==> src/hw/rtl/pci_bridge_transaction_decode_top_assert.svh <==
// Assertion macros used by the top-level RTL file of the bridge decoder.
// Each macro takes a label, the clock, the active-low reset and two expressions.
`ifndef PCI_BRIDGE_TRANSACTION_DECODE_TOP_ASSERT_SVH
`define PCI_BRIDGE_TRANSACTION_DECODE_TOP_ASSERT_SVH

`ifndef SYNTH
`define PTD_ASSERT_SAME(label, clk, rst_n, ante, cons) \
  label: assert property (@(posedge clk) disable iff (!rst_n) (ante) |-> (cons)) \
    else $error("same-cycle check failed");
`define PTD_ASSERT_NEXT(label, clk, rst_n, ante, cons) \
  label: assert property (@(posedge clk) disable iff (!rst_n) (ante) |=> (cons)) \
    else $error("next-cycle check failed");
`else
`define PTD_ASSERT_SAME(label, clk, rst_n, ante, cons)
`define PTD_ASSERT_NEXT(label, clk, rst_n, ante, cons)
`endif

`endif

==> src/hw/rtl/ptd_pkg.sv <==
`timescale 1ns / 1ps

package ptd_pkg;

  // Transaction codes on the input word.
  localparam logic [2:0] OP_IO_RD  = 3'd0;
  localparam logic [2:0] OP_IO_WR  = 3'd1;
  localparam logic [2:0] OP_MEM_RD = 3'd2;
  localparam logic [2:0] OP_MEM_WR = 3'd3;
  localparam logic [2:0] OP_CFG_RD = 3'd4;
  localparam logic [2:0] OP_CFG_WR = 3'd5;

  // Configuration register indexes.
  localparam logic [2:0] REG_CONTROL    = 3'd0;
  localparam logic [2:0] REG_IO_BASE    = 3'd1;
  localparam logic [2:0] REG_IO_TOP     = 3'd2;
  localparam logic [2:0] REG_MEM_BOTTOM = 3'd3;
  localparam logic [2:0] REG_MEM_TOP    = 3'd4;
  localparam logic [2:0] REG_PF_BASE    = 3'd5;
  localparam logic [2:0] REG_PF_LIMIT   = 3'd6;
  localparam logic [2:0] REG_BUS_NUMS   = 3'd7;

  // Control bit positions.
  localparam int unsigned CB_IOEN   = 0;
  localparam int unsigned CB_MEMEN  = 1;
  localparam int unsigned CB_MASTER = 2;
  localparam int unsigned CB_ISA    = 3;
  localparam int unsigned CB_VGA    = 4;
  localparam int unsigned CB_SNOOP  = 5;

  localparam logic [31:0] IO_ALIAS_MASK = 32'hFFFF_03FF;
  localparam logic [31:0] VGA_IO_LO0    = 32'h0000_03B0;
  localparam logic [31:0] VGA_IO_HI0    = 32'h0000_03BB;
  localparam logic [31:0] VGA_IO_LO1    = 32'h0000_03C0;
  localparam logic [31:0] VGA_IO_HI1    = 32'h0000_03DF;
  localparam logic [31:0] SNOOP_A       = 32'h0000_03C6;
  localparam logic [31:0] SNOOP_B       = 32'h0000_03C8;
  localparam logic [31:0] SNOOP_C       = 32'h0000_03C9;
  localparam logic [63:0] VGA_MEM_LO    = 64'h0000_0000_000A_0000;
  localparam logic [63:0] VGA_MEM_HI    = 64'h0000_0000_000B_FFFF;
  localparam logic [4:0]  SPECIAL_DEV   = 5'h1F;
  localparam logic [2:0]  SPECIAL_FN    = 3'd7;
  localparam logic [5:0]  SPECIAL_REG   = 6'd0;

  typedef enum logic [2:0] {
    ACT_NONE    = 3'd0,
    ACT_FWD     = 3'd1,
    ACT_TYPE0   = 3'd2,
    ACT_SPECIAL = 3'd3,
    ACT_TYPE1   = 3'd4
  } action_e;

  localparam logic DEST_SEC = 1'b0;
  localparam logic DEST_PRI = 1'b1;

  typedef struct packed {
    logic [2:0]  op;
    logic        from_secondary;
    logic [63:0] address;
    logic [7:0]  bus_num;
    logic [4:0]  device_num;
    logic [2:0]  function_num;
    logic [5:0]  reg_index;
  } in_item_t;

  typedef struct packed {
    action_e action;
    logic    destination;
  } out_item_t;

  typedef struct packed {
    logic [5:0]  control_bits;
    logic [31:0] io_base;
    logic [31:0] io_top;
    logic [31:0] mem_bottom;
    logic [31:0] mem_top;
    logic [63:0] prefetch_base;
    logic [63:0] prefetch_limit;
    logic [23:0] bus_numbers;
  } cfg_regs_t;

endpackage

==> src/hw/rtl/ptd_if.sv <==
`timescale 1ns / 1ps

interface ptd_in_if;
  logic        valid;
  logic        ready;
  logic [2:0]  op;
  logic        from_secondary;
  logic [63:0] address;
  logic [7:0]  bus_num;
  logic [4:0]  device_num;
  logic [2:0]  function_num;
  logic [5:0]  reg_index;

  modport source (
    output valid, op, from_secondary, address, bus_num, device_num, function_num,
           reg_index,
    input  ready
  );
  modport sink (
    input  valid, op, from_secondary, address, bus_num, device_num, function_num,
           reg_index,
    output ready
  );
endinterface

interface ptd_out_if;
  logic       valid;
  logic       ready;
  logic [2:0] action;
  logic       destination;

  modport source (output valid, action, destination, input ready);
  modport sink (input valid, action, destination, output ready);
endinterface

==> src/hw/rtl/ptd_cfg_regs.sv <==
`timescale 1ns / 1ps

module ptd_cfg_regs
  import ptd_pkg::*;
(
  input  logic        clk_i,
  input  logic        rst_ni,
  input  logic        cfg_we_i,
  input  logic [2:0]  cfg_idx_i,
  input  logic [63:0] cfg_wdata_i,
  output cfg_regs_t   cfg_o
);

  cfg_regs_t cfg_d, cfg_q;

  always_comb begin
    cfg_d = cfg_q;
    if (cfg_we_i) begin
      case (cfg_idx_i)
        REG_CONTROL:    cfg_d.control_bits   = cfg_wdata_i[5:0];
        REG_IO_BASE:    cfg_d.io_base        = cfg_wdata_i[31:0];
        REG_IO_TOP:     cfg_d.io_top         = cfg_wdata_i[31:0];
        REG_MEM_BOTTOM: cfg_d.mem_bottom     = cfg_wdata_i[31:0];
        REG_MEM_TOP:    cfg_d.mem_top        = cfg_wdata_i[31:0];
        REG_PF_BASE:    cfg_d.prefetch_base  = cfg_wdata_i;
        REG_PF_LIMIT:   cfg_d.prefetch_limit = cfg_wdata_i;
        REG_BUS_NUMS:   cfg_d.bus_numbers    = cfg_wdata_i[23:0];
        default:        cfg_d = cfg_q;
      endcase
    end
  end

  always_ff @(posedge clk_i or negedge rst_ni) begin
    if (!rst_ni) begin
      cfg_q <= '0;
    end else begin
      cfg_q <= cfg_d;
    end
  end

  assign cfg_o = cfg_q;

endmodule

==> src/hw/rtl/ptd_decode.sv <==
`timescale 1ns / 1ps

module ptd_decode
  import ptd_pkg::*;
(
  input  in_item_t  item_i,
  input  cfg_regs_t cfg_i,
  output out_item_t result_o
);

  logic [63:0] a;
  logic [31:0] alias_addr;
  logic        is_write;
  logic        upper_zero;
  logic        isa_applies;
  logic        in_io_win;
  logic        mem_hit;
  logic        io_down, io_up, mem_down, mem_up;
  logic        vga_io, snoop_hit, vga_mem;
  logic        special;
  logic [7:0]  pbus, sbus, subus;
  action_e     act;

  assign a          = item_i.address;
  assign is_write   = item_i.op[0];
  assign upper_zero = (a[63:32] == 32'd0);
  assign alias_addr = a[31:0] & IO_ALIAS_MASK;
  assign isa_applies = cfg_i.control_bits[CB_ISA] && (a[63:16] == 48'd0);

  assign in_io_win = upper_zero && (a[31:0] >= cfg_i.io_base) && (a[31:0] <= cfg_i.io_top);

  assign vga_io = ((alias_addr >= VGA_IO_LO0) && (alias_addr <= VGA_IO_HI0)) ||
                  ((alias_addr >= VGA_IO_LO1) && (alias_addr <= VGA_IO_HI1));
  assign snoop_hit = (alias_addr == SNOOP_A) || (alias_addr == SNOOP_B) ||
                     (alias_addr == SNOOP_C);

  always_comb begin
    io_down = 1'b0;
    if (cfg_i.control_bits[CB_IOEN]) begin
      if (in_io_win) begin
        io_down = isa_applies ? (a[9:8] == 2'b00) : 1'b1;
      end else if (cfg_i.control_bits[CB_VGA]) begin
        io_down = vga_io;
      end else begin
        io_down = is_write && cfg_i.control_bits[CB_SNOOP] && snoop_hit;
      end
    end
  end

  assign io_up = cfg_i.control_bits[CB_MASTER] &&
                 (!in_io_win || (isa_applies && (a[9:8] != 2'b00)));

  // Dual address cycles decode against the 64-bit prefetchable window.
  assign mem_hit = upper_zero ?
                   ((a[31:0] >= cfg_i.mem_bottom) && (a[31:0] <= cfg_i.mem_top)) :
                   ((a >= cfg_i.prefetch_base) && (a <= cfg_i.prefetch_limit));
  assign vga_mem  = cfg_i.control_bits[CB_VGA] && (a >= VGA_MEM_LO) && (a <= VGA_MEM_HI);
  assign mem_down = cfg_i.control_bits[CB_MEMEN] && (mem_hit || vga_mem);
  assign mem_up   = cfg_i.control_bits[CB_MASTER] && !mem_hit;

  assign pbus  = cfg_i.bus_numbers[7:0];
  assign sbus  = cfg_i.bus_numbers[15:8];
  assign subus = cfg_i.bus_numbers[23:16];
  assign special = is_write && (item_i.device_num == SPECIAL_DEV) &&
                   (item_i.function_num == SPECIAL_FN) && (item_i.reg_index == SPECIAL_REG);

  always_comb begin
    act = ACT_NONE;
    case (item_i.op)
      OP_IO_RD, OP_IO_WR: begin
        if (item_i.from_secondary ? io_up : io_down) act = ACT_FWD;
      end
      OP_MEM_RD, OP_MEM_WR: begin
        if (item_i.from_secondary ? mem_up : mem_down) act = ACT_FWD;
      end
      OP_CFG_RD, OP_CFG_WR: begin
        if (!item_i.from_secondary) begin
          if (item_i.bus_num == sbus) begin
            act = special ? ACT_SPECIAL : ACT_TYPE0;
          end else if ((item_i.bus_num > sbus) && (item_i.bus_num <= subus)) begin
            act = ACT_TYPE1;
          end
        end else if ((item_i.bus_num < sbus) || (item_i.bus_num > subus)) begin
          if (item_i.bus_num == pbus) begin
            act = special ? ACT_SPECIAL : ACT_TYPE0;
          end else begin
            act = ACT_TYPE1;
          end
        end
      end
      default: act = ACT_NONE;
    endcase
  end

  assign result_o.action      = act;
  assign result_o.destination = ((act != ACT_NONE) && item_i.from_secondary) ? DEST_PRI
                                                                                : DEST_SEC;

endmodule

==> src/hw/rtl/pci_bridge_transaction_decode_top.sv <==
`timescale 1ns / 1ps
`include "pci_bridge_transaction_decode_top_assert.svh"
// PCI-to-PCI bridge transaction decoder.
// in_chan carries one bus transaction per word (operation, side, address and
// configuration target); out_chan returns one decision word per transaction:
// the action taken and the bus it is forwarded to. Both use valid/ready and
// a word moves on a clock edge where both are high.
// Window, enable and bus-number registers are loaded through the cfg_* write
// port, one register per cycle with cfg_we_i high; the user must load them only
// while no transaction is in flight, as the block does not enforce it.
// A word accepted at one edge goes into the input register and is decoded by one
// pass of comparators out of it; its decision is captured in the result register
// and offered on out_chan from there. Throughput is one word per cycle, limited
// only by the result register draining.
// When out_chan stalls, the result register holds its word and the input
// register still takes one more word; in_chan.ready drops only when both
// registers are full. Reset empties both registers and clears all
// configuration registers to zero.
module pci_bridge_transaction_decode_top
  import ptd_pkg::*;
(
  input  logic        clk_i,
  input  logic        rst_ni,
  input  logic        cfg_we_i,
  input  logic [2:0]  cfg_idx_i,
  input  logic [63:0] cfg_wdata_i,
  ptd_in_if.sink      in_chan,
  ptd_out_if.source   out_chan
);

  cfg_regs_t cfg;
  in_item_t  in_item;
  in_item_t  s1_item_q;
  logic      s1_valid_q, s1_valid_d;
  out_item_t dec_result;
  out_item_t out_item_q;
  logic      out_valid_q, out_valid_d;
  logic      out_adv, s1_ready, in_fire, s1_move;

  ptd_cfg_regs u_cfg (
    .clk_i       (clk_i),
    .rst_ni      (rst_ni),
    .cfg_we_i    (cfg_we_i),
    .cfg_idx_i   (cfg_idx_i),
    .cfg_wdata_i (cfg_wdata_i),
    .cfg_o       (cfg)
  );

  assign in_item.op             = in_chan.op;
  assign in_item.from_secondary = in_chan.from_secondary;
  assign in_item.address        = in_chan.address;
  assign in_item.bus_num        = in_chan.bus_num;
  assign in_item.device_num     = in_chan.device_num;
  assign in_item.function_num   = in_chan.function_num;
  assign in_item.reg_index      = in_chan.reg_index;

  assign out_adv  = !out_valid_q || out_chan.ready;
  assign s1_ready = !s1_valid_q || out_adv;
  assign in_fire  = in_chan.valid && s1_ready;
  assign s1_move  = s1_valid_q && out_adv;

  assign in_chan.ready = s1_ready;

  assign s1_valid_d  = in_fire ? 1'b1 : (s1_move ? 1'b0 : s1_valid_q);
  assign out_valid_d = s1_move ? 1'b1 : (out_chan.ready ? 1'b0 : out_valid_q);

  ptd_decode u_decode (
    .item_i   (s1_item_q),
    .cfg_i    (cfg),
    .result_o (dec_result)
  );

  always_ff @(posedge clk_i or negedge rst_ni) begin
    if (!rst_ni) begin
      s1_valid_q  <= 1'b0;
      out_valid_q <= 1'b0;
    end else begin
      s1_valid_q  <= s1_valid_d;
      out_valid_q <= out_valid_d;
    end
  end

  always_ff @(posedge clk_i) begin
    if (in_fire) begin
      s1_item_q <= in_item;
    end
    if (s1_move) begin
      out_item_q <= dec_result;
    end
  end

  assign out_chan.valid       = out_valid_q;
  assign out_chan.action      = out_item_q.action;
  assign out_chan.destination = out_item_q.destination;

  // An accepted word always lands in the input register.
  `PTD_ASSERT_NEXT(a_in_lands, clk_i, rst_ni, in_chan.valid && in_chan.ready, s1_valid_q)
  // A decoded word moves into a free or draining result register.
  `PTD_ASSERT_NEXT(a_s1_moves, clk_i, rst_ni, s1_valid_q && out_adv, out_valid_q)
  // An unclaimed transaction always reports the secondary bus.
  `PTD_ASSERT_SAME(a_none_dest, clk_i, rst_ni,
                   out_valid_q && (out_item_q.action == ACT_NONE),
                   out_item_q.destination == DEST_SEC)
  // The input side is only held off while both registers are full.
  `PTD_ASSERT_SAME(a_ready_full, clk_i, rst_ni, !in_chan.ready,
                   s1_valid_q && out_valid_q && !out_chan.ready)

endmodule

==> src/flat_wrapper.sv <==
// flat-port wrapper written by rule: the top's interface ports become plain ports
module pci_bridge_transaction_decode_top_flat import ptd_pkg::*;
  (clk_i, rst_ni, cfg_we_i, cfg_idx_i, cfg_wdata_i, in_chan_valid, in_chan_op, in_chan_from_secondary, in_chan_address, in_chan_bus_num, in_chan_device_num, in_chan_function_num, in_chan_reg_index, in_chan_ready, out_chan_valid, out_chan_action, out_chan_destination, out_chan_ready);
  ptd_in_if in_chan_i ();
  ptd_out_if out_chan_i ();
  input  logic clk_i;
  input  logic rst_ni;
  input  logic cfg_we_i;
  input  logic [2:0] cfg_idx_i;
  input  logic [63:0] cfg_wdata_i;
  input wire logic [$bits(in_chan_i.valid)-1:0] in_chan_valid;
  input wire logic [$bits(in_chan_i.op)-1:0] in_chan_op;
  input wire logic [$bits(in_chan_i.from_secondary)-1:0] in_chan_from_secondary;
  input wire logic [$bits(in_chan_i.address)-1:0] in_chan_address;
  input wire logic [$bits(in_chan_i.bus_num)-1:0] in_chan_bus_num;
  input wire logic [$bits(in_chan_i.device_num)-1:0] in_chan_device_num;
  input wire logic [$bits(in_chan_i.function_num)-1:0] in_chan_function_num;
  input wire logic [$bits(in_chan_i.reg_index)-1:0] in_chan_reg_index;
  output wire logic [$bits(in_chan_i.ready)-1:0] in_chan_ready;
  output wire logic [$bits(out_chan_i.valid)-1:0] out_chan_valid;
  output wire logic [$bits(out_chan_i.action)-1:0] out_chan_action;
  output wire logic [$bits(out_chan_i.destination)-1:0] out_chan_destination;
  input wire logic [$bits(out_chan_i.ready)-1:0] out_chan_ready;
  assign in_chan_i.valid = in_chan_valid;
  assign in_chan_i.op = in_chan_op;
  assign in_chan_i.from_secondary = in_chan_from_secondary;
  assign in_chan_i.address = in_chan_address;
  assign in_chan_i.bus_num = in_chan_bus_num;
  assign in_chan_i.device_num = in_chan_device_num;
  assign in_chan_i.function_num = in_chan_function_num;
  assign in_chan_i.reg_index = in_chan_reg_index;
  assign in_chan_ready = in_chan_i.ready;
  assign out_chan_valid = out_chan_i.valid;
  assign out_chan_action = out_chan_i.action;
  assign out_chan_destination = out_chan_i.destination;
  assign out_chan_i.ready = out_chan_ready;
  pci_bridge_transaction_decode_top u_core (.clk_i(clk_i), .rst_ni(rst_ni), .cfg_we_i(cfg_we_i), .cfg_idx_i(cfg_idx_i), .cfg_wdata_i(cfg_wdata_i), .in_chan(in_chan_i), .out_chan(out_chan_i));
endmodule
==> config.mk <==
export PLATFORM = sky130hd
export DESIGN_NAME = pci_bridge_transaction_decode_top_flat
export DESIGN_NICKNAME = d
export VERILOG_FILES = /design/src/hw/rtl/ptd_pkg.sv /design/src/hw/rtl/ptd_if.sv /design/src/hw/rtl/ptd_cfg_regs.sv /design/src/hw/rtl/ptd_decode.sv /design/src/hw/rtl/pci_bridge_transaction_decode_top.sv /design/src/flat_wrapper.sv
export VERILOG_INCLUDE_DIRS = /design/src /design/src/hw/rtl
export SDC_FILE = /design/constraint.sdc
export NUM_CORES = 1
export LEC_CHECK = 0
export ABC_AREA = 0
export BUFFER_PORTS_ARGS = -buffer_cell sky130_fd_sc_hd__buf_2
export CAP_MARGIN = 40
export CORE_ASPECT_RATIO = 0.8
export CORE_MARGIN = 2
export CORE_UTILIZATION = 60
export DETAILED_ROUTE_END_ITERATION = 8
export PLACE_DENSITY = 0.91
export SLEW_MARGIN = 10
export SYNTH_ARGS = -nofsm -noshare
export SYNTH_HDL_FRONTEND = slang
export SYNTH_SLANG_ARGS = --single-unit
==> constraint.sdc <==
create_clock -name clk_i -period 5.1 [get_ports clk_i]
set_input_delay 0.765 -clock clk_i [delete_from_list [all_inputs] [get_ports clk_i]]
set_output_delay 0.765 -clock clk_i [all_outputs]
set_load 0.005 [all_outputs]
==> results of run 1 <==
==> cell usage in the layout, fill, tap and decap left out, types with 14 or more instances in the layout <==
cell       count
inv_1        274
buf_2        167
nand3_1       26
nor3_1        16
nor4_1        21
mux2_2       192
o21ai_0      132
nor2_1        39
clkbuf_16     40
ha_1         272
clkbuf_1      14
edfxtp_1      94
a21oi_1      102
nand2_1      165
nand4_1       48
dfrtp_1      288
==> logic make-up (layout without fill, tap and decap cells) <==
logic type,Yosys count,count (layout),synth area share
flip-flops,382,382,0.487
AND/OR/NAND/NOR,365,365,0.0879
AO/OA/AOI/OAI,333,333,0.0946
buffers and inverters,314,527,0.0574
adder cells (fa/ha/maj),272,272,0.165
multiplexers,192,192,0.105
XOR/XNOR,8,8,0.00340
other,0,5,0
==> per-stage QoR <==
step | util | std cells
global route | 0.690 | 2516
detailed placement | 0.653 | 2442
global placement | 0.651 | 2438
floorplan | - | 1866
CTS | 0.690 | 2513
finish | 0.691 | 2518
==> power groups by stage <==
stage / clock network (mW) / logic (mW) / registers, mW
after floorplan: 0 / 1.53 / 3.93
after global placement: 0 / 2.06 / 4.00
after detailed placement: 0 / 2.22 / 4.04
after CTS: 2.84 / 2.26 / 3.99
after global routing: 2.97 / 2.58 / 4.05
final: 2.82 / 2.29 / 4.00
==> per-layer routing <==
| layer | track usage | vias to the layer above | wire [µm] |
|---|---|---|---|
| met5 | 0 | - | 0 |
| met4 | 0.136 | 0 | 2400 |
| met3 | 0.0622 | 189 | 4140 |
| met2 | 0.512 | 689 | 25500 |
| met1 | 0.406 | 7547 | 22600 |
| li1 | - | 6954 | - |
==> flip-flops by register name (all words and copies together), names as in the netlist <==
signal                       flops
u_core.out_chan.destination      1
u_core.out_chan.action           3
u_core.u_cfg.cfg_o             286
u_core.s1_valid_q                1
u_core.out_chan.valid            1
u_core.s1_item_q                90
==> cell type report <==
cell class              count  area [µm²]  area share
flip-flops and latches    382       10000       0.431
well taps                 434         543      0.0233
multi-input cells        1170        9410       0.404
clock inverters            11         101     0.00435
clock buffers              60        1140      0.0488
diodes                      5        12.5    0.000538
repair buffers            182        1010      0.0435
inverters                 274        1030      0.0442
==> path summary, 6_finish.rpt <==
path                                               end  slack (ps)  cells past startpoint
min reg2reg                      u_core.out_chan.valid         480                      1
min                             u_core.u_cfg.cfg_o[20]         350                      1
min in group clk_i                u_core.s1_item_q[59]         380                      1
max                        u_core.out_chan.destination        1510                      9
max in group asynchronous      u_core.u_cfg.cfg_o[264]        3470                      2
max reg2reg                u_core.out_chan.destination        1510                      9
==> out/results.ini, run 1 <==
[outcome]
status=finished, final reports clean

[worst_setup_path]
cp_slowest_cell=nor4_1
required_ps=5380
start_kind=register
cp_top_family=simple AND/OR/NAND/NOR gates
worstReg2RegStart=u_core.s1_item_q[53]
cp-end-kind=register
cp_num_buf_inv=0
cp_max_fo=7
cp-startpoint=u_core.s1_item_q[53]
path_cells=ha_1, nand4_1, nor4_1, o2111ai_1, a21oi_1, nor3_1, or4_2, a31oi_1, nor4_2
crit_type=register to register
cp.arrival_ps=3880
cp_slowest_stage_delay_ps=750

[placed_design]
place.gp.congestion=0.945
placed_area_um2=22000
place_hpwl_um=39600
port_buffers=167
place_ws_ps=1630

[sta]
worst_pin_slew_ps=1060
period_needed_ps=3590
rsz0062_at_grt=no
setup_viol=0
fin_crit_sh=0.705
hold_slack_ps=351
max-slew-margin-rel=0.295
max_freq_ghz=0.278
slew_viol_final=0
setup_slack_ps=1510
final_hold_viol_count=0
skew_ps=19.4
final.setup.tns_ps=0

[power]
switchingPower_mw=2.82
totalPowerFinal_mw=9.11
pwr-share-comb=0.251
intPower_mw=6.29
clock_power_share=0.309
peakVddDrop_uv=281
p_leak_nw=11.0
powerDensity_nw_per_um2=392
swShare=0.310
seqPwrFrac=0.439

[logic_synthesis]
synth.most_common_cell=dfrtp_1
synth-main-ff-cell=dfrtp_1
synthCells=1866
yosys-top-cells-area=dfrtp_1 (35%), ha_1 (17%), edfxtp_1 (14%), mux2_2 (10%), inv_1 (5.0%)
synth-edff-count=94
synthesis.nets=2300
synthTopCellsByCount=dfrtp_1 (288), inv_1 (274), ha_1 (272), mux2_2 (192), nand2_1 (165)
syn_avg_cell_area_um2=11.0
synth.ff_latch_count=382
synth_top_area_frac=0.350
synth_area_um2=20600
synth_async_sr_flop_share=0.754
synth_area_leader_cell=dfrtp_1
ys_seq_area_frac=0.487
netlist-cell-type-count=62
yosysWarningCount=0

[die]
die_area_um2=35900
ioPinCount=168
dieWidth_um=211
die_height_um=170
coreArea_um2=33700
start_util=0.611
rows=60

[clock_tree]
htreeDepth=2
cts_tree=done
cts_root_buffer=clkbuf_16
post_cts_resize_count=0
clk_latency_ps=560
clk_pin_slew_worst_paths_ps=70
cts_made_buffers=39
cts_setup_buffers=0
clock-sinks=382
ctsHoldBuffers=0
clock_path_buffers=3

[grt]
grt_max_degree=135
grt_pass1_vias=16324
grt_pass1_wl_um=86800
overflow=0
grt_usage=0.313
antenna_found_initial=6

[worst_hold_path]
hold_class=input pin to async pin

[flow_run]
maxCapViolations=0

[route]
drc=0
first_pass_iters=5
vias_per_cell=6.11
wl_per_cell_um=21.7
ant_nets=0
num_vias=15379
wl_um=54700
drt_iter0_markers=1425

[layout]
fin_area_um2=23300
fillers=2267
drive_gt1_frac=0.215
nets=2483
area_growth_pct=13.0

(Power assumes the default switching activity.)
==> run 2, diff against run 1 <==
Settings changed: CORE_UTILIZATION 60 to 55, PLACE_DENSITY 0.91 to 0.88.
Clock period 5.1 ns to 3 ns, I/O delays scaled along.
==> run 2 against run 1 <==
  * The run now ends with setup timing left
  * Critical path depth up 1
  * Final cell count increased by 6.1%
  * Sequential share of layout area fell by 2.1 points
  * Setup slack worse by 1600 ps
  * Power up 78%
  * Die area grew 8.9%
  * Clock power increased by 83%
  * Sequential power increased by 69%
  * Critical path type unchanged
  * Largest power group unchanged
==> out/results.ini, run 2 (synthesis results as in run 1) <==
[die]
dieWidth_um=220  ; was 211 µm
die_area_um2=39000  ; was 35900 µm²
ioPinCount=168  ; unchanged
rows=63  ; was 60
start_util=0.557  ; was 0.611
coreArea_um2=37000  ; was 33700 µm²
die_height_um=177  ; was 170 µm

[route]
ant_nets=0  ; unchanged
drt_iter0_markers=1637  ; was 1425
vias_per_cell=6.07  ; was 6.11
drc=0  ; unchanged
first_pass_iters=8  ; was 5
num_vias=16213  ; was 15379
wl_per_cell_um=21.8  ; was 21.7 µm
wl_um=58200  ; was 54700 µm

[flow_run]
maxCapViolations=0  ; unchanged

[sta]
period_needed_ps=3140  ; was 3590 ps
setup_slack_ps=-141  ; was 1510 ps
rsz0062_at_grt=yes  ; was no
final.setup.tns_ps=-262  ; was 0 ps
slew_viol_final=0  ; unchanged
setup_viol=2  ; was 0
max_freq_ghz=0.318  ; was 0.278 GHz
worst_pin_slew_ps=768  ; was 1060 ps
max-slew-margin-rel=0.475  ; was 0.295
fin_crit_sh=1.05  ; was 0.705
final_hold_viol_count=0  ; unchanged
skew_ps=24.8  ; was 19.4 ps
hold_slack_ps=64.2  ; was 351 ps

[worst_hold_path]
hold_class=input pin to register  ; was input pin to async pin

[layout]
largest_reg_flops=286  ; unchanged
fin_area_um2=24500  ; was 23300 µm²
area_growth_pct=18.7  ; was 13.0%
nets=2581  ; was 2483
layout_commonest_cell=dfrtp_1  ; unchanged
final-instance-count-excl-fill=2672  ; was 2518
drive_gt1_frac=0.261  ; was 0.215
fillers=2519  ; was 2267
layout_common_cells=dfrtp_1 (288), inv_1 (274), ha_1 (266), mux2_2 (192), buf_2 (166)  ; was dfrtp_1 (288), inv_1 (274), ha_1 (272), mux2_2 (192), buf_2 (167)
fin_util=0.662  ; was 0.691

[grt]
overflow=0  ; unchanged
grt_usage=0.301  ; was 0.313
grt_max_degree=77  ; was 135
antenna_found_initial=8  ; was 6
grt_pass1_wl_um=90600  ; was 86800 µm
grt_pass1_vias=17094  ; was 16324

[worst_setup_path]
cp_slowest_stage_delay_ps=610  ; was 750 ps
required_ps=3290  ; was 5380 ps
cp-end-kind=register  ; unchanged
path_cells=ha_1, nand4_1, nor4_1, buf_4, nand2_1, a21oi_1, nor2_1, o21a_1, o41ai_4, nor4_2  ; was ha_1, nand4_1, nor4_1, o2111ai_1, a21oi_1, nor3_1, or4_2, a31oi_1, nor4_2
cp_slowest_cell=nor4_1  ; unchanged
cp.arrival_ps=3430  ; was 3880 ps
start_kind=register  ; unchanged
cp_max_fo=3  ; was 7
crit_type=register to register  ; unchanged

[outcome]
violations=setup timing
status=complete, but fails checks  ; was finished, final reports clean

[clock_tree]
clk_latency_ps=560  ; about the same
clock_path_buffers=3  ; unchanged
htreeDepth=2  ; unchanged
cts_made_buffers=40  ; was 39
clock-sinks=382  ; unchanged
cts_tree=done  ; unchanged
cts_root_buffer=clkbuf_16  ; unchanged
clk_pin_slew_worst_paths_ps=60  ; was 70 ps

[placed_design]
place.gp.congestion=0.963  ; was 0.945
port_buffers=167  ; unchanged
placed_area_um2=22700  ; was 22000 µm²
dpl.cell_count=2563  ; was 2442
place_hpwl_um=40400  ; was 39600 µm
place_ws_ps=-181  ; was 1630 ps

[power]
peakVddDrop_uv=528  ; was 281 µV
p_leak_nw=11.6  ; was 11.0 nW
totalPowerFinal_mw=16.2  ; was 9.11 mW
powerDensity_nw_per_um2=662  ; was 392 nW/µm²

run 2: changes by cell type in the layout (fill, tap and decap cells not counted), moves of 2 or more:
cell	previous run	this run
nor4_4	0	2
buf_4	10	101
clkbuf_8	6	15
ha_4	0	6
nand3_2	0	2
ha_1	272	266
diode_2	5	7
nor4_1	21	17
clkinv_1	2	0
nand3_1	26	24
nor4_2	2	4
buf_12	3	9
clkbuf_1	14	8
run 2: layout make-up:
class / count / area [µm²] / share of cell area
flip-flops and latches: 382 / 10000 / 0.410
multi-input cells: 1170 / 9590 / 0.392
repair buffers: 279 / 1810 / 0.0738
clock buffers: 64 / 1260 / 0.0516
inverters: 274 / 1030 / 0.0421
well taps: 487 / 609 / 0.0249
clock inverters: 9 / 114 / 0.00466
diodes: 7 / 17.5 / 0.000716
run 2: worst max-delay path: cells and delay by family, from the launching register on:
kind,cells,cell delay [ps]
and+or+nand+nor,5,1080
DFF,1,460
buffers and inverters,1,230
AOI/OAI and AO/OA,3,760
adders and majority gates,1,360
run 2: power breakdown:
part	total, mW	switching, mW	internal [mW]
Combinational	4.25	2.38	1.88
Clock	5.16	2.10	3.06
Sequential	6.77	0.492	6.27
Total	16.2	4.97	11.2
run 2: timing repair:
| action | in CTS | in global routing |
|---|---|---|
| pin swaps | 17 | 13 |
| endpoints found under the hold margin | 71 | 0 |
| hold buffers | 1 | 0 |
| buffers inserted | 18 | 10 |
| resized for setup | 16 | 9 |
| endpoints found under the setup margin | 2 | 2 |
run 2: layer usage:
metal  up-vias  wire [µm]  track usage
met3       205       5340       0.0672
met2       870      27100        0.484
met4         2       2830        0.145
met1      7977      22900        0.387
met5         -         13            0
li1       7159          -            -
run 2: path summary, 6_finish.rpt:
| kind | from | to | slack [ps] | depth (start not counted) |
|---|---|---|---|---|
| hold / removal | in_chan_function_num[2] | u_core.s1_item_q[8] | 60 | 1 |
| hold reg to reg | u_core.u_cfg.cfg_o[26] | u_core.u_cfg.cfg_o[26] | 500 | 1 |
| max in group asynchronous | rst_ni | u_core.u_cfg.cfg_o[76] | 1580 | 3 |
| setup reg to reg | u_core.s1_item_q[81] | u_core.out_chan.destination | -140 | 10 |
| min in group asynchronous | rst_ni | u_core.u_cfg.cfg_o[47] | 470 | 2 |
| setup / recovery | u_core.s1_item_q[81] | u_core.out_chan.destination | -140 | 10 |
==> run 3, diff against run 2 <==
==> constraint.sdc (replaced) <==
create_clock -name clk_i -period 3 [get_ports clk_i]
set_input_delay 0.6 -clock clk_i [delete_from_list [all_inputs] [get_ports clk_i]]
set_output_delay 0.6 -clock clk_i [all_outputs]
set_load 0.005 [all_outputs]
==> run 3 against run 2 <==
  * The run ends with hold timing, setup timing left
  * Sequential share of layout area grew 0.26 points
  * Final area shrank 0.63%
  * Core utilization shrank 0.42 points
  * Clock power shrank 7.2%
  * Flip-flop and latch count is the same
  * Critical path type unchanged
  * Largest power group unchanged
  * Highest routed layer unchanged
==> out/results.ini, run 3 (synthesis results as in run 1) <==
[outcome]
status=complete, but fails checks  ; unchanged
violations=hold timing, setup timing  ; was setup timing

[route]
first_pass_iters=5  ; was 8
ant_nets=0  ; unchanged
drt_iter0_markers=1535  ; was 1637
drc=0  ; unchanged
wl_um=56600  ; was 58200 µm
num_vias=15826  ; was 16213
vias_per_cell=5.94  ; was 6.07
wl_per_cell_um=21.3  ; was 21.8 µm

[sta]
fin_crit_sh=1.00  ; was 1.05
slew_viol_final=0  ; unchanged
period_needed_ps=3010  ; was 3140 ps
setup_viol=2  ; unchanged
final_hold_viol_count=2  ; was 0
max_freq_ghz=0.333  ; was 0.318 GHz
setup_slack_ps=-6.35  ; was -141 ps
rsz0062_at_grt=yes  ; unchanged
skew_ps=15.4  ; was 24.8 ps
max-slew-margin-rel=0.539  ; was 0.475
worst_pin_slew_ps=686  ; was 768 ps
hold_slack_ps=-4.20  ; was 64.2 ps

[clock_tree]
htreeDepth=2  ; unchanged
cts_tree=done  ; unchanged
clock-sinks=382  ; unchanged
cts_made_buffers=40  ; unchanged
clock_path_buffers=3  ; unchanged
clk_latency_ps=550  ; was 560 ps
ctsHoldBuffers=0  ; was 1
clk_pin_slew_worst_paths_ps=60  ; about the same
cts_root_buffer=clkbuf_16  ; unchanged

[power]
p_leak_nw=11.5  ; was 11.6 nW
peakVddDrop_uv=487  ; was 528 µV
totalPowerFinal_mw=15.8  ; was 16.2 mW
powerDensity_nw_per_um2=649  ; was 662 nW/µm²

[worst_setup_path]
cp.arrival_ps=3300  ; was 3430 ps
crit_type=register to register  ; unchanged
required_ps=3290  ; about the same
cp-end-kind=register  ; unchanged
cp_max_fo=3  ; unchanged
start_kind=register  ; unchanged

[grt]
overflow=0  ; unchanged
grt_max_degree=75  ; was 77
grt_use_met2=0.461  ; was 0.484
grt_usage=0.295  ; was 0.301
gr-usage-met3=0.0651  ; was 0.0672
grt_pass1_wl_um=88900  ; was 90600 µm
antenna_found_initial=7  ; was 8
top_usage_layer=met2  ; unchanged
grt_pass1_vias=16600  ; was 17094
met1_usage=0.398  ; was 0.387

[die]
dieWidth_um=220  ; unchanged
coreArea_um2=37000  ; unchanged
ioPinCount=168  ; unchanged
start_util=0.557  ; unchanged
die_height_um=177  ; unchanged
die_area_um2=39000  ; unchanged
rows=63  ; unchanged

[layout]
largest_reg_flops=286  ; unchanged
layout_common_cells=dfrtp_1 (288), inv_1 (274), ha_1 (263), mux2_2 (192), buf_2 (166)  ; was dfrtp_1 (288), inv_1 (274), ha_1 (266), mux2_2 (192), buf_2 (166)
nets=2577  ; was 2581
drive_gt1_frac=0.259  ; was 0.261
fillers=2572  ; was 2519
layout_commonest_cell=dfrtp_1  ; unchanged
area_growth_pct=17.9  ; was 18.7%

[placed_design]
place_hpwl_um=40700  ; was 40400 µm
place.gp.congestion=0.982  ; was 0.963
port_buffers=167  ; unchanged

[worst_hold_path]
hold_class=input pin to async pin  ; was input pin to register

[flow_run]
maxCapViolations=0  ; unchanged

[run 3: changes by cell type in the layout (fill, tap and decap cells not counted), sizes merged]
cell and delta:
buf -3, clkbuf -18, clkinv +13, clkinvlp +3, diode -4, dlygate4sd3 -1
inv +2
[run 3: what timing repair did]
item | in CTS | in global routing
endpoints found under the hold margin | 0 | 0
setup endpoints to repair | 2 | 2
pin swaps | 15 | 13
setup buffers | 11 | 7
resized for setup | 15 | 14
[run 3: final cells by class]
| type | instances | area (µm²) | area share |
|---|---|---|---|
| well taps | 487 | 609 | 0.0251 |
| flip-flops and latches | 382 | 10000 | 0.413 |
| clock inverters | 27 | 198 | 0.00813 |
| multi-input cells | 1170 | 9640 | 0.397 |
| diodes | 3 | 7.51 | 0.000309 |
| repair buffers | 275 | 1740 | 0.0718 |
| clock buffers | 46 | 1040 | 0.0429 |
| inverters | 274 | 1030 | 0.0423 |
[run 3: where the power goes]
part	internal [mW]	switching [mW]	total, mW	leakage, nW
registers	6.27	0.480	6.75	4.38
logic	1.88	2.36	4.24	6.48
clock network	2.68	2.11	4.79	0.603
total	10.8	4.95	15.8	11.5
[run 3: metal layers]
layer  up-vias  routed length, µm
li1       7145                  -
met1      7756              23300
met2       729              25700
met3       192               5080
met4         4               2470
met5         -                 22
[run 3: worst paths after layout]
kind	slack, ps	from	cells after the start	to
worst max-delay path	-6	u_core.s1_item_q[69]	10	u_core.out_chan.destination
worst min register to register	500	u_core.u_cfg.cfg_o[9]	1	u_core.u_cfg.cfg_o[9]
max in group asynchronous	2090	rst_ni	2	u_core.u_cfg.cfg_o[56]
worst min-delay path	-4	rst_ni	1	u_core.u_cfg.cfg_o[20]
worst max register to register	-6	u_core.s1_item_q[69]	10	u_core.out_chan.destination
min in group clk_i	220	in_chan_address[4]	1	u_core.s1_item_q[26]
[run 3: per-stage QoR]
stage / TNS (ps) / worst slack [ps] / area (µm²) / instances / utilization
after CTS: 0 / 2.19 / 24100 / 2654 / 0.653
after global routing: -219 / -116 / 24300 / 2664 / 0.657
after floorplan: 0 / 206 / 20600 / 1866 / -
after global placement: -215 / -124 / 22700 / 2571 / 0.614
final: -7.21 / -6.35 / 24300 / 2664 / 0.657
after detailed placement: -417 / -225 / 22700 / 2571 / 0.614
[run 3: critical path, stage by stage, from the launching register on]
cell      delay (ps)
edfxtp_1         490
ha_1             400
nand4_1          180
nor4_2           340
buf_4            160
nand3_1          160
nor2_2           190
o21ai_0          110
o21a_1           260
o41ai_4          370
nor4_2            90
